$ cat src/rtl/slk_pkg.sv
// Shared types, codes and helpers for the peer session link keeper.
// No dependencies; imported by every module of the block.
package slk_pkg;

  // Width of the millisecond time base; elapsed times wrap at this width.
  localparam int unsigned TimeBits = 32;

  typedef logic [TimeBits-1:0] time_t;

  typedef enum logic [1:0] {
    OP_PACKET = 2'd0,
    OP_TICK   = 2'd1,
    OP_LOCAL  = 2'd2
  } op_e;

  typedef enum logic [1:0] {
    PKT_HELLO  = 2'd0,
    PKT_ACCEPT = 2'd1,
    PKT_INPUT  = 2'd2
  } pkt_e;

  typedef enum logic [1:0] {
    SEND_NONE   = 2'd0,
    SEND_HELLO  = 2'd1,
    SEND_ACCEPT = 2'd2,
    SEND_INPUT  = 2'd3
  } send_e;

  typedef enum logic [2:0] {
    CFG_ROLE      = 3'd0,
    CFG_SRV_ADDR  = 3'd1,
    CFG_SRV_PORT  = 3'd2,
    CFG_INIT_SESS = 3'd3,
    CFG_LINK_TO   = 3'd4,
    CFG_HELLO_IV  = 3'd5,
    CFG_RELEASE   = 3'd6
  } cfg_idx_e;

  localparam int unsigned CfgIdxBits = 3;

  // Configuration as seen by the engine, plus a one-cycle session reload strobe
  typedef struct packed {
    logic        role_is_client;
    logic [31:0] server_addr;
    logic [15:0] server_port;
    logic [31:0] initial_session_id;
    logic [15:0] link_timeout_ticks;
    logic [15:0] hello_interval_ticks;
    logic [15:0] peer_release_ticks;
    logic        session_reload;
  } cfg_t;

  typedef struct packed {
    logic [1:0]  operation;
    logic [1:0]  packet_kind;
    logic [31:0] source_addr;
    logic [15:0] source_port;
    logic [31:0] packet_session;
    logic [31:0] packet_sequence;
    logic [15:0] pad_buttons;
    logic [63:0] pad_axes;
    logic [31:0] fresh_session_id;
  } item_t;

  typedef struct packed {
    logic [1:0]  send_kind;
    logic [31:0] dest_addr;
    logic [15:0] dest_port;
    logic [31:0] send_sequence;
    logic [31:0] send_session;
    logic [15:0] send_buttons;
    logic [63:0] send_axes;
    logic [15:0] remote_buttons;
    logic [63:0] remote_axes;
    logic        remote_present;
    logic        link_up;
    logic        ever_linked;
  } result_t;

  // Session id after reset or reload: zero for a client, never zero for a host
  function automatic logic [31:0] start_session(logic role, logic [31:0] init_id);
    logic [31:0] sess;
    if (role) begin
      sess = '0;
    end else if (init_id == '0) begin
      sess = 32'd1;
    end else begin
      sess = init_id;
    end
    return sess;
  endfunction

endpackage

$ cat src/rtl/slk_cfg_regs.sv
// Configuration register file for the link keeper.
// Depends on slk_pkg (cfg_t, register index codes).
module slk_cfg_regs (
  input  logic                             clk_i,
  input  logic                             rst_ni,
  input  logic                             wr_en_i,
  input  logic [slk_pkg::CfgIdxBits-1:0]   wr_index_i,
  input  logic [31:0]                      wr_data_i,
  output slk_pkg::cfg_t                    cfg_o
);
  import slk_pkg::*;

  cfg_t cfg_q, cfg_d;

  // Register decode; role or initial id writes trigger a session reload
  always_comb begin
    cfg_d = cfg_q;
    cfg_d.session_reload = 1'b0;
    if (wr_en_i) begin
      unique case (wr_index_i)
        CFG_ROLE: begin
          cfg_d.role_is_client = wr_data_i[0];
          cfg_d.session_reload = 1'b1;
        end
        CFG_SRV_ADDR:  cfg_d.server_addr = wr_data_i;
        CFG_SRV_PORT:  cfg_d.server_port = wr_data_i[15:0];
        CFG_INIT_SESS: begin
          cfg_d.initial_session_id = wr_data_i;
          cfg_d.session_reload     = 1'b1;
        end
        CFG_LINK_TO:   cfg_d.link_timeout_ticks   = wr_data_i[15:0];
        CFG_HELLO_IV:  cfg_d.hello_interval_ticks = wr_data_i[15:0];
        CFG_RELEASE:   cfg_d.peer_release_ticks   = wr_data_i[15:0];
        default: ;
      endcase
    end
  end

  always_ff @(posedge clk_i or negedge rst_ni) begin
    if (!rst_ni) begin
      cfg_q.role_is_client       <= 1'b0;
      cfg_q.server_addr          <= '0;
      cfg_q.server_port          <= '0;
      cfg_q.initial_session_id   <= 32'd1;
      cfg_q.link_timeout_ticks   <= 16'd1500;
      cfg_q.hello_interval_ticks <= 16'd400;
      cfg_q.peer_release_ticks   <= 16'd5000;
      cfg_q.session_reload       <= 1'b0;
    end else begin
      cfg_q <= cfg_d;
    end
  end

  assign cfg_o = cfg_q;

endmodule

$ cat src/rtl/slk_engine.sv
// Link state registers and the per-item update logic (one item per cycle while step_i is high).
// Depends on slk_pkg (item_t, result_t, cfg_t, codes, start_session).
module slk_engine (
  input  logic             clk_i,
  input  logic             rst_ni,
  input  slk_pkg::cfg_t    cfg_i,
  input  logic             step_i,
  input  slk_pkg::item_t   item_i,
  output slk_pkg::result_t result_o
);
  import slk_pkg::*;

  time_t       now_q, now_d;
  logic [31:0] seq_q, seq_d;
  logic [31:0] sess_q, sess_d;
  logic [31:0] rseq_q, rseq_d;
  logic        rseq_vld_q, rseq_vld_d;
  logic        locked_q, locked_d;
  logic [31:0] peer_addr_q, peer_addr_d;
  logic [15:0] peer_port_q, peer_port_d;
  logic [15:0] held_btn_q, held_btn_d;
  logic [63:0] held_axes_q, held_axes_d;
  logic        conn_q, conn_d;
  logic        ever_q, ever_d;
  time_t       rx_time_q, rx_time_d;
  time_t       lost_time_q, lost_time_d;
  logic        hello_sent_q, hello_sent_d;
  time_t       hello_time_q, hello_time_d;

  result_t     res;
  logic [31:0] sess_cur;
  logic        same_peer;
  logic        src_is_srv;
  logic [31:0] seq_diff;
  logic        take_ok;
  logic        do_take;
  time_t       now_inc;
  logic        rx_passed;
  logic        hello_passed;
  logic        lost_passed;

  // Session in effect for this item: a pending reload takes precedence
  assign sess_cur = cfg_i.session_reload ?
                    start_session(cfg_i.role_is_client, cfg_i.initial_session_id) : sess_q;

  // Wrapping compares, all against the incremented time of a tick
  assign now_inc      = now_q + time_t'(1);
  assign rx_passed    = (now_inc - rx_time_q) > time_t'(cfg_i.link_timeout_ticks);
  assign hello_passed = (now_inc - hello_time_q) > time_t'(cfg_i.hello_interval_ticks);
  assign lost_passed  = (now_inc - lost_time_q) > time_t'(cfg_i.peer_release_ticks);

  assign same_peer  = locked_q && peer_addr_q == item_i.source_addr &&
                      peer_port_q == item_i.source_port;
  assign src_is_srv = item_i.source_addr == cfg_i.server_addr &&
                      item_i.source_port == cfg_i.server_port;
  // Remote input is kept only if its sequence is newer (serial-number compare)
  assign seq_diff   = item_i.packet_sequence - rseq_q;
  assign take_ok    = !rseq_vld_q || (seq_diff != '0 && !seq_diff[31]);
  assign do_take    = item_i.packet_kind == PKT_INPUT &&
                      item_i.packet_session == sess_cur && take_ok &&
                      (cfg_i.role_is_client ? src_is_srv : same_peer);

  // Next state and outgoing packet
  always_comb begin
    now_d        = now_q;
    seq_d        = seq_q;
    sess_d       = sess_cur;
    rseq_d       = rseq_q;
    rseq_vld_d   = rseq_vld_q;
    locked_d     = locked_q;
    peer_addr_d  = peer_addr_q;
    peer_port_d  = peer_port_q;
    held_btn_d   = held_btn_q;
    held_axes_d  = held_axes_q;
    conn_d       = conn_q;
    ever_d       = ever_q;
    rx_time_d    = rx_time_q;
    lost_time_d  = lost_time_q;
    hello_sent_d = hello_sent_q;
    hello_time_d = hello_time_q;
    res          = '0;

    case (item_i.operation)
      OP_PACKET: begin
        if (!cfg_i.role_is_client && item_i.packet_kind == PKT_HELLO) begin
          // host: lock onto the first caller, answer Accept to the locked one
          if (!locked_q || same_peer) begin
            if (!locked_q) begin
              locked_d    = 1'b1;
              peer_addr_d = item_i.source_addr;
              peer_port_d = item_i.source_port;
              lost_time_d = now_q;
            end
            res.send_kind     = SEND_ACCEPT;
            res.dest_addr     = item_i.source_addr;
            res.dest_port     = item_i.source_port;
            res.send_sequence = seq_q;
            res.send_session  = sess_cur;
            seq_d             = seq_q + 32'd1;
          end
        end else if (cfg_i.role_is_client && src_is_srv &&
                     item_i.packet_kind == PKT_ACCEPT && item_i.packet_session != '0) begin
          // client: adopt the host session
          if (sess_cur != item_i.packet_session) begin
            sess_d     = item_i.packet_session;
            rseq_vld_d = 1'b0;
          end
          rx_time_d   = now_q;
          lost_time_d = now_q;
          ever_d      = 1'b1;
          conn_d      = 1'b1;
        end else if (do_take) begin
          held_btn_d  = item_i.pad_buttons;
          held_axes_d = item_i.pad_axes;
          rseq_d      = item_i.packet_sequence;
          rseq_vld_d  = 1'b1;
          rx_time_d   = now_q;
          lost_time_d = now_q;
          ever_d      = 1'b1;
          conn_d      = 1'b1;
        end
      end
      OP_TICK: begin
        now_d = now_inc;
        // client hello retransmit while unlinked
        if (cfg_i.role_is_client && (!conn_q || rx_passed) &&
            (!hello_sent_q || hello_passed)) begin
          res.send_kind     = SEND_HELLO;
          res.dest_addr     = cfg_i.server_addr;
          res.dest_port     = cfg_i.server_port;
          res.send_sequence = seq_q;
          seq_d             = seq_q + 32'd1;
          hello_time_d      = now_inc;
          hello_sent_d      = 1'b1;
        end
        // receive timeout drops the link
        if (conn_q && rx_passed) begin
          conn_d      = 1'b0;
          lost_time_d = now_inc;
          held_btn_d  = '0;
          held_axes_d = '0;
        end
        // host frees a peer lost for long enough (a just-dropped link has zero elapsed)
        if (!cfg_i.role_is_client && !conn_q && locked_q && lost_passed) begin
          locked_d   = 1'b0;
          sess_d     = start_session(1'b0, item_i.fresh_session_id);
          rseq_vld_d = 1'b0;
        end
      end
      OP_LOCAL: begin
        if (conn_q && (cfg_i.role_is_client || locked_q)) begin
          res.send_kind     = SEND_INPUT;
          res.dest_addr     = cfg_i.role_is_client ? cfg_i.server_addr : peer_addr_q;
          res.dest_port     = cfg_i.role_is_client ? cfg_i.server_port : peer_port_q;
          res.send_sequence = seq_q;
          res.send_session  = sess_cur;
          res.send_buttons  = item_i.pad_buttons;
          res.send_axes     = item_i.pad_axes;
          seq_d             = seq_q + 32'd1;
        end
      end
      default: ;
    endcase

    // link status reflects the state after this item
    res.remote_buttons = conn_d ? held_btn_d : '0;
    res.remote_axes    = conn_d ? held_axes_d : '0;
    res.remote_present = conn_d;
    res.link_up        = conn_d;
    res.ever_linked    = ever_d;
  end

  assign result_o = res;

  always_ff @(posedge clk_i or negedge rst_ni) begin
    if (!rst_ni) begin
      now_q        <= '0;
      seq_q        <= 32'd1;
      sess_q       <= 32'd1;
      rseq_q       <= '0;
      rseq_vld_q   <= 1'b0;
      locked_q     <= 1'b0;
      peer_addr_q  <= '0;
      peer_port_q  <= '0;
      held_btn_q   <= '0;
      held_axes_q  <= '0;
      conn_q       <= 1'b0;
      ever_q       <= 1'b0;
      rx_time_q    <= '0;
      lost_time_q  <= '0;
      hello_sent_q <= 1'b0;
      hello_time_q <= '0;
    end else if (step_i) begin
      now_q        <= now_d;
      seq_q        <= seq_d;
      sess_q       <= sess_d;
      rseq_q       <= rseq_d;
      rseq_vld_q   <= rseq_vld_d;
      locked_q     <= locked_d;
      peer_addr_q  <= peer_addr_d;
      peer_port_q  <= peer_port_d;
      held_btn_q   <= held_btn_d;
      held_axes_q  <= held_axes_d;
      conn_q       <= conn_d;
      ever_q       <= ever_d;
      rx_time_q    <= rx_time_d;
      lost_time_q  <= lost_time_d;
      hello_sent_q <= hello_sent_d;
      hello_time_q <= hello_time_d;
    end else if (cfg_i.session_reload) begin
      sess_q <= sess_cur;
    end
  end

endmodule

$ cat src/rtl/peer_session_link_keeper.sv
// Peer session link keeper: input register, link engine, result register.
// Two register stages: input register, then result register once the result slot is free.
// Throughput: one item per cycle while the result register is empty or being taken.
// Ready drops only while the result register is full and not being taken.
// Async active-low reset clears link state and loads the reset configuration.
// Depends on slk_pkg, slk_cfg_regs and slk_engine.
module peer_session_link_keeper (
  input  logic                           clk_i,
  input  logic                           rst_ni,
  // configuration write channel
  input  logic                           cfg_valid_i,
  output logic                           cfg_ready_o,
  input  logic [slk_pkg::CfgIdxBits-1:0] cfg_index_i,
  input  logic [31:0]                    cfg_data_i,
  // input item channel
  input  logic                           in_valid_i,
  output logic                           in_ready_o,
  input  logic [1:0]                     operation_i,
  input  logic [1:0]                     packet_kind_i,
  input  logic [31:0]                    source_addr_i,
  input  logic [15:0]                    source_port_i,
  input  logic [31:0]                    packet_session_i,
  input  logic [31:0]                    packet_sequence_i,
  input  logic [15:0]                    pad_buttons_i,
  input  logic [63:0]                    pad_axes_i,
  input  logic [31:0]                    fresh_session_id_i,
  // result item channel
  output logic                           out_valid_o,
  input  logic                           out_ready_i,
  output logic [1:0]                     send_kind_o,
  output logic [31:0]                    dest_addr_o,
  output logic [15:0]                    dest_port_o,
  output logic [31:0]                    send_sequence_o,
  output logic [31:0]                    send_session_o,
  output logic [15:0]                    send_buttons_o,
  output logic [63:0]                    send_axes_o,
  output logic [15:0]                    remote_buttons_o,
  output logic [63:0]                    remote_axes_o,
  output logic                           remote_present_o,
  output logic                           link_up_o,
  output logic                           ever_linked_o
);
  import slk_pkg::*;

  cfg_t    cfg;
  item_t   item_q;
  logic    in_vld_q;
  result_t eng_res;
  result_t res_q;
  logic    out_vld_q;
  logic    advance;
  logic    in_take;

  assign cfg_ready_o = 1'b1;

  slk_cfg_regs u_cfg (
    .clk_i      (clk_i),
    .rst_ni     (rst_ni),
    .wr_en_i    (cfg_valid_i),
    .wr_index_i (cfg_index_i),
    .wr_data_i  (cfg_data_i),
    .cfg_o      (cfg)
  );

  // Pipeline control: the held item moves on when the result slot frees up
  assign advance    = in_vld_q && (!out_vld_q || out_ready_i);
  assign in_ready_o = !in_vld_q || advance;
  assign in_take    = in_valid_i && in_ready_o;

  // Input register
  always_ff @(posedge clk_i or negedge rst_ni) begin
    if (!rst_ni) begin
      in_vld_q <= 1'b0;
    end else if (in_take) begin
      in_vld_q <= 1'b1;
    end else if (advance) begin
      in_vld_q <= 1'b0;
    end
  end

  always_ff @(posedge clk_i) begin
    if (in_take) begin
      item_q.operation        <= operation_i;
      item_q.packet_kind      <= packet_kind_i;
      item_q.source_addr      <= source_addr_i;
      item_q.source_port      <= source_port_i;
      item_q.packet_session   <= packet_session_i;
      item_q.packet_sequence  <= packet_sequence_i;
      item_q.pad_buttons      <= pad_buttons_i;
      item_q.pad_axes         <= pad_axes_i;
      item_q.fresh_session_id <= fresh_session_id_i;
    end
  end

  slk_engine u_engine (
    .clk_i    (clk_i),
    .rst_ni   (rst_ni),
    .cfg_i    (cfg),
    .step_i   (advance),
    .item_i   (item_q),
    .result_o (eng_res)
  );

  // Result register
  always_ff @(posedge clk_i or negedge rst_ni) begin
    if (!rst_ni) begin
      out_vld_q <= 1'b0;
    end else if (advance) begin
      out_vld_q <= 1'b1;
    end else if (out_ready_i) begin
      out_vld_q <= 1'b0;
    end
  end

  always_ff @(posedge clk_i) begin
    if (advance) begin
      res_q <= eng_res;
    end
  end

  assign out_valid_o      = out_vld_q;
  assign send_kind_o      = res_q.send_kind;
  assign dest_addr_o      = res_q.dest_addr;
  assign dest_port_o      = res_q.dest_port;
  assign send_sequence_o  = res_q.send_sequence;
  assign send_session_o   = res_q.send_session;
  assign send_buttons_o   = res_q.send_buttons;
  assign send_axes_o      = res_q.send_axes;
  assign remote_buttons_o = res_q.remote_buttons;
  assign remote_axes_o    = res_q.remote_axes;
  assign remote_present_o = res_q.remote_present;
  assign link_up_o        = res_q.link_up;
  assign ever_linked_o    = res_q.ever_linked;

  // A result with the link down carries a blank remote pad
  a_blank_remote: assert property (@(posedge clk_i) disable iff (!rst_ni)
    (out_vld_q && !res_q.link_up) |-> (res_q.remote_buttons == '0 &&
                                       res_q.remote_axes == '0))
    else $error("remote pad not blanked while link is down");

  // A live link implies the sticky linked flag
  a_ever_linked: assert property (@(posedge clk_i) disable iff (!rst_ni)
    (out_vld_q && res_q.link_up) |-> res_q.ever_linked)
    else $error("link up without ever_linked");

  // Nothing sent means the send sequence and destination address are zero
  a_idle_send: assert property (@(posedge clk_i) disable iff (!rst_ni)
    (out_vld_q && res_q.send_kind == SEND_NONE) |-> (res_q.send_sequence == '0 &&
                                                     res_q.dest_addr == '0))
    else $error("send fields set with no packet to send");

  // An item moved to the engine shows up as a valid result next cycle
  a_advance_out: assert property (@(posedge clk_i) disable iff (!rst_ni)
    advance |=> out_vld_q)
    else $error("result lost after engine step");

endmodule

$ cat config.mk
export PLATFORM = sky130hd
export DESIGN_NAME = peer_session_link_keeper
export DESIGN_NICKNAME = d
export VERILOG_FILES = /design/src/rtl/slk_pkg.sv /design/src/rtl/slk_cfg_regs.sv /design/src/rtl/slk_engine.sv /design/src/rtl/peer_session_link_keeper.sv
export SDC_FILE = /design/constraint.sdc
export NUM_CORES = 2
export LEC_CHECK = 0
export BUFFER_PORTS_ARGS = -buffer_cell sky130_fd_sc_hd__buf_2
export CORE_MARGIN = 1
export CORE_UTILIZATION = 55
export CTS_CLUSTER_DIAMETER = 80
export DETAILED_ROUTE_END_ITERATION = 8
export PLACE_DENSITY = 0.76
export SYNTH_ARGS = -nofsm -noshare
export SYNTH_HDL_FRONTEND = slang
export SYNTH_SLANG_ARGS = --single-unit
export TNS_END_PERCENT = 100
$ cat constraint.sdc
create_clock -name clk_i -period 12 [get_ports clk_i]
set_input_delay 1.2 -clock clk_i [delete_from_list [all_inputs] [get_ports clk_i]]
set_output_delay 1.2 -clock clk_i [all_outputs]
set_load 0.05 [all_outputs]
[Word-level counts from Yosys, hierarchy flattened]
Index checks and enable logic that the tools add are counted.
Operators by class
  add/subtract/negate cells: 6
  $mul: 0
  divide/modulo/power cells: 0
  order comparisons: 3
  equality and inequality tests: 28
  shift operators: 0
  multiplexer cells: 66
  bitwise gates (word level): 3
  reduce and logical (&&, ||, !) cells: 66
Operators with widths (count)
  2-to-1 mux 32 bit: 21
  2-to-1 mux 64 bit: 4
  case mux 82 bit (3 select lines): 1
  2-to-1 mux 114 bit: 2
  2-to-1 mux 194 bit: 1
  case mux 32 bit (2 select lines): 3
  case mux 64 bit (2 select lines): 1
  subtractor 32 bit: 4
  == test 32 bit: 3
  greater-than comparator 32 x 16 -> 1 bit: 3
  case mux 32 bit (3 select lines): 1
  2-to-1 mux 81 bit: 1
  2-to-1 mux 16 bit: 5
  adder 32 x 1 -> 32 bit (second input constant): 2
  zero test 32 bit: 2
  nonzero test 32 bit: 2
  == test 16 bit: 2
  inequality test 32 bit: 1
  case mux 16 bit (2 select lines): 1
  2-to-1 mux 1 bit: 22
  logical AND 1 bit: 20
  AND reduction 2 bit: 9
  AND reduction 6 bit: 3
  AND reduction 5 bit: 3
  other kinds (21): 55
Storage, ports and cells
  flip-flop bits (word level): 993
  latch bits: 0
  RAM bits: 0
  memory bits (read-only): 0
  input bits: 268
  output and inout port bits: 280
  logic and storage cells: 218
  memories kept: 0

[Logic depth before layout (Yosys ltp)]
  depth in word-level cells: 12
  depth in mapped cells: 28
  mapped depth without buffers: 25

[Hierarchy]
From an unflattened synthesis, not the netlist that was laid out.
Second synthesis, totals
  cells, all modules: 4734
  area total of the unflattened synthesis: 52201.3 um^2
Modules (own cells, without submodules)
  slk_engine: times used 1, cells each 3934, area an instance 31680.4 um^2, sequential area each 8936.1 um^2
  peer_session_link_keeper: times used 1, cells each 515, area an instance 15279.7 um^2, sequential area each 15214.6 um^2
  slk_cfg_regs: times used 1, cells each 285, area an instance 5241.3 um^2, sequential area each 3273.1 um^2

[Worst setup path after synthesis]
No wires, ideal clock.
  path type: input to register
  start: input out_ready_i
  end: register u_engine.rx_time_q[14]
  library setup time: 0.128 ns
  arrival time: 11.733 ns
  data required time: 11.872 ns
  slack: 0.139 ns
  cell stages on the path: 7
  buffers on the path: 2
  path through: nand2b_1 nand2_1 inv_1 clkbuf_1 nand4_1 buf_2 mux2_1
Between the ends
  cells in the longest elaborated chain, start to end: 3
RTL lines
  start: declaration: RTL line peer_session_link_keeper.sv:29  | input logic out_ready_i,
  logical OR 1 bit: RTL line peer_session_link_keeper.sv:66  | assign advance = in_vld_q && (!out_vld_q || out_ready_i);
  logical AND 1 bit: RTL line peer_session_link_keeper.sv:66
  via advance: RTL line peer_session_link_keeper.sv:51  | logic advance;
  AND reduction 4 bit (no source line)
  end signal: assignment: RTL line slk_engine.sv:206  | rx_time_q <= rx_time_d;
  end: declaration: RTL line slk_engine.sv:25  | time_t rx_time_q, rx_time_d;
The timed path passes the listed nets, and every way through them passes these cells.
A chain may end at the register's enable or synchronous reset.

[Final worst setup path]
  start: register u_engine.now_q[0]
  end: register res_q (netlist bit remote_axes_o[32]) (data pin)
Between the ends
  cells in the longest elaborated chain, start to end: 6
RTL lines
  start: declaration: RTL line slk_engine.sv:13  | time_t now_q, now_d;
  start signal: assignment: RTL line slk_engine.sv:194  | now_q <= now_d;
  adder 32 x 1 -> 32 bit (*): RTL line slk_engine.sv:47  | assign now_inc = now_q + time_t'(1);
  via u_engine.now_inc[12]: RTL line slk_engine.sv:37  | time_t now_inc;
  subtractor 32 bit (*): RTL line slk_engine.sv:48  | assign rx_passed = (now_inc - rx_time_q) > time_t'(cfg_i.link_timeout_ticks);
  greater-than comparator 32 x 16 -> 1 bit (*): RTL line slk_engine.sv:48
  logical AND 1 bit (*): RTL line slk_engine.sv:137  | if (conn_q && rx_passed) begin
  2-to-1 mux 64 bit or 2-to-1 mux 1 bit (tied branches): RTL line slk_engine.sv:137
  case mux 64 bit (2 select lines) or case mux 1 bit (2 select lines) (tied branches): RTL line slk_engine.sv:83  | case (item_i.operation)
  end signal: assignment: RTL line peer_session_link_keeper.sv:117  | res_q <= eng_res;
  end: declaration: RTL line peer_session_link_keeper.sv:49  | result_t res_q;
The timed path passes the listed nets; every way through them passes the cells marked *.

==> flow_summary_export.csv <==
group,metric,value,unit
cts,postCtsSetupRepairBufs,0,
run_status,status,"finished clean",
cts,clockBufferDepth,3,
worst_setup_path,crit_required,12520,ps
cts,cts-root-buf,"clkbuf_16",
sta,fmax,116,MHz
synth,synthMuxAreaShare,0.0619,
layout,layout_commonest_cell,"buf_2",
synth,synth-edff-count,504,
worst_setup_path,critical-path-slowest-cell,"nor4_1",
cts,cts_hold_buf,0,
synth,synth_top_family_by_area,"compound AO/OA/AOI/OAI gates",
global_route,grt_pass1_vias,35500,
synth,ys.flop_type,"edfxtp_1",
placement,dp_hpwl,99.9,mm
worst_setup_path,crit_fanout,80,
sta,hold_viol,0,
synth,synth_area,49900,um2
synth,syn_area_per_cell,11.7,um2
worst_hold_path,hp-class,"flip-flop to flip-flop",
cts,clock-sinks,993,
cts,cts_resized,0,
pwr,leakagePower,25.0,nW
floorplan,die_w,303,um
drt,vias,36800,
cts,clock_latency,700,ps
layout,drive_gt1_frac,0.218,
synth,yosysSeqAreaShare,0.549,
synth,synthSimpleGateAreaFrac,0.115,
synth,synthAdderAreaFrac,0.0453,
layout,final_cell_mix,"545 x buf_2, 504 x edfxtp_1, 470 x dfrtp_1, 234 x a21oi_1, 232 x nand3_1",
global_route,gr-total-overflow,0,
flow_run,cap_violations,0,
layout,finalNonFillerCells,6011,
placement,portBuffers,546,
cts,cts_tree,"built",
floorplan,initial_utilization,0.555,
floorplan,core.rowCount,110,
drt,wirelength,142,mm
layout,final_net_count,5175,
drt,wire_per_inst,23.7,um
placement,place_congestion,0.945,
worst_setup_path,critPathCaptureType,"flip-flop",
sta,drv_slew,0,
sta,setup-tns-final,0,ps
floorplan,dieArea,91900,um2
floorplan,core_area,89900,um2
worst_setup_path,path_class,"flip-flop to flip-flop",
sta,rsz0062_at_grt,"false",
layout,ff_latch_area,27400,um2
global_route,grt_max_degree,172,
worst_setup_path,cpPeakStageDelay,770,ps
synth,synth_fp_nets,4708,
synth,synth_seq_cells,993,
synth,yosysWarnings,0,
synth,synthXorXnorAreaFrac,0.0574,
cts,cts_buffers,102,
drt,drt_iter0_drc,3725,
drt,ant_nets,0,
sta,period_needed,8650,ps
global_route,antenna_found_initial,27,
sta,maxSlewHeadroom,0.205,
synth,ys_types,98,
sta,worstMarginPinSlew,1190,ps
pwr,ir_drop,136,uV
sta,setup_violations,0,
synth,async_flop_share,0.492,
drt,drc,0,
drt,via_per_inst,6.12,
floorplan,dieHeight,303,um
worst_setup_path,critPathTopFamily,"simple AND/OR/NAND/NOR gates",
worst_setup_path,cp.arrival,9170,ps
placement,placed_cells,5801,
global_route,grt_use_total,0.301,
pwr,p_per_area,190,nW/um2
synth,synth_compound_area_frac,0.133,
layout,area_growth,14.5,%
worst_setup_path,crit_buf_inv,1,
sta,final.setup_skew,43.8,ps
layout,fill_cells,6907,
floorplan,ios,548,
worst_setup_path,crit_path_cell_trace,"ha_1, nand3_1, nor2_1, nand3_1, nor2_1, nand2_1, xnor2_1, ha_1, nand2_1, nor3_1, a21boi_1, nor2_1, xnor2_1, ha_1, nand4_1, nor4_1, o221ai_1, a2111oi_0, nand4_1, o31ai_2, or2_2, buf_4, nand3_1, a21oi_1",
sta,post-route-period-util,0.721,
global_route,grt_pass1_wl,211,mm
cts,htreeDepth,3,
cts,path_clk_slew,70,ps
drt,first_pass_iters,6,
synth,synth_cells,4262,
layout,multiInputGateArea,20700,um2
worst_setup_path,startpoint_type,"flip-flop",
## flip-flops by register name, summed over array words and instances (netlist names), 32 cells and up
name	cells
u_engine.rseq_q	32
u_engine.seq_q	32
u_engine.rx_time_q	32
remote_axes_o	64
u_engine.lost_time_q	32
u_engine.now_q	32
u_engine.hello_time_q	32
send_axes_o	64
u_cfg.cfg_o	130
u_engine.peer_addr_q	32
item_q	228
send_session_o	32
u_engine.held_axes_q	64
dest_addr_o	32
u_engine.sess_q	32
send_sequence_o	32
## layout make-up
type / instances / area share
clock buffer: 143 / 0.0513
tap: 1176 / 0.0258
sequential: 993 / 0.480
antenna: 16 / 0.000702
clock inverter: 51 / 0.0103
timing repair buffer: 591 / 0.0544
inverter: 233 / 0.0155
multi-input combinational: 2808 / 0.362
## power by group
part	total, W	switching, W	internal, W
Combinational	0.00334	0.00196	0.00138
Clock	0.00329	0.00140	0.00189
Sequential	0.00419	0.000249	0.00394
Total	0.0108	0.00361	0.00722
## metrics by stage
stage / hold WS, ps / worst slack (ps) / total power, W / utilization / instance area [um2]
2_1_floorplan: 436 / 139 / 0.00666 / - / 49900
3_3_place_gp: 457 / 3300 / 0.00748 / 0.595 / 53500
3_5_place_dp: 460 / 3560 / 0.00754 / 0.595 / 53500
4_1_cts: 481 / 3540 / 0.0108 / 0.634 / 57000
5_1_grt: 499 / 3180 / 0.0113 / 0.635 / 57100
6_report: 484 / 3350 / 0.0108 / 0.635 / 57100
## worst reg2reg max path, cell delays in order (launching register included)
cell       delay [ps]
dfrtp_1           550
ha_1              290
nand3_1           180
nor2_1            340
nand3_1           250
nor2_1            170
nand2_1           110
xnor2_1           610
ha_1              420
nand2_1            90
nor3_1            440
a21boi_1          450
nor2_1            100
xnor2_1           170
ha_1              320
nand4_1           150
nor4_1            780
o221ai_1          190
a2111oi_0         500
nand4_1           310
o31ai_2           600
or2_2             210
buf_4             700
nand3_1           320
a21oi_1           210
## kinds of logic (layout without fill, tap and decap cells)
group | after synthesis | after routing
buffers and inverters | 461 | 1018
flip-flops | 993 | 993
AND/OR/NAND/NOR | 1096 | 1096
other | 1 | 17
AO/OA/AOI/OAI | 939 | 939
adder cells (fa/ha/maj) | 178 | 178
multiplexers | 272 | 272
XOR/XNOR | 322 | 322
## metal layers
metal | vias to the layer above | routed length (um) | global-route usage
li1 | 16600 | - | -
met5 | - | 152 | 0
met1 | 18200 | 57500 | 0.410
met2 | 1704 | 67200 | 0.478
met3 | 339 | 11300 | 0.0497
met4 | 22 | 6100 | 0.131
## path summary, 6_finish.rpt
check                                               start                                    end  slack [ps]  cells past startpoint
max                         u_engine.now_q[0]$_DFFE_PN0P_        remote_axes_o[32]$_SDFFCE_PN0P_        3350                     24
min                        u_engine.seq_q[11]$_DFFE_PN0P_         u_engine.seq_q[11]$_DFFE_PN0P_         480                      1
max reg2reg                 u_engine.now_q[0]$_DFFE_PN0P_        remote_axes_o[32]$_SDFFCE_PN0P_        3350                     24
min reg2reg                u_engine.seq_q[11]$_DFFE_PN0P_         u_engine.seq_q[11]$_DFFE_PN0P_         480                      1
max in group asynchronous                          rst_ni  u_engine.hello_time_q[24]$_DFFE_PN0P_        9840                      2
min in group asynchronous                          rst_ni        u_engine.rseq_q[19]$_DFFE_PN0P_         530                      1
## cell usage after synthesis (31+ instances only)
cell,number,area [um2]
a211oi_1,37,278
a21o_1,109,818
a21oi_1,234,1170
a221o_1,32,320
a22o_1,147,1290
a31oi_1,34,213
and2_1,133,832
and3_1,36,225
buf_2,32,160
clkbuf_1,161,604
dfrtp_1,471,11800
edfxtp_1,504,15100
ha_1,174,2180
inv_1,231,867
mux2_1,31,349
mux2_2,178,2000
mux2i_1,43,430
nand2_1,205,769
nand3_1,233,1170
nand4_1,95,594
nor2_1,158,593
nor2b_1,57,357
nor3_1,40,200
nor4_1,40,250
o21ai_0,133,666
xnor2_1,227,1990
xor2_1,92,806
No activity file was read; power rests on OpenSTA's default activity.
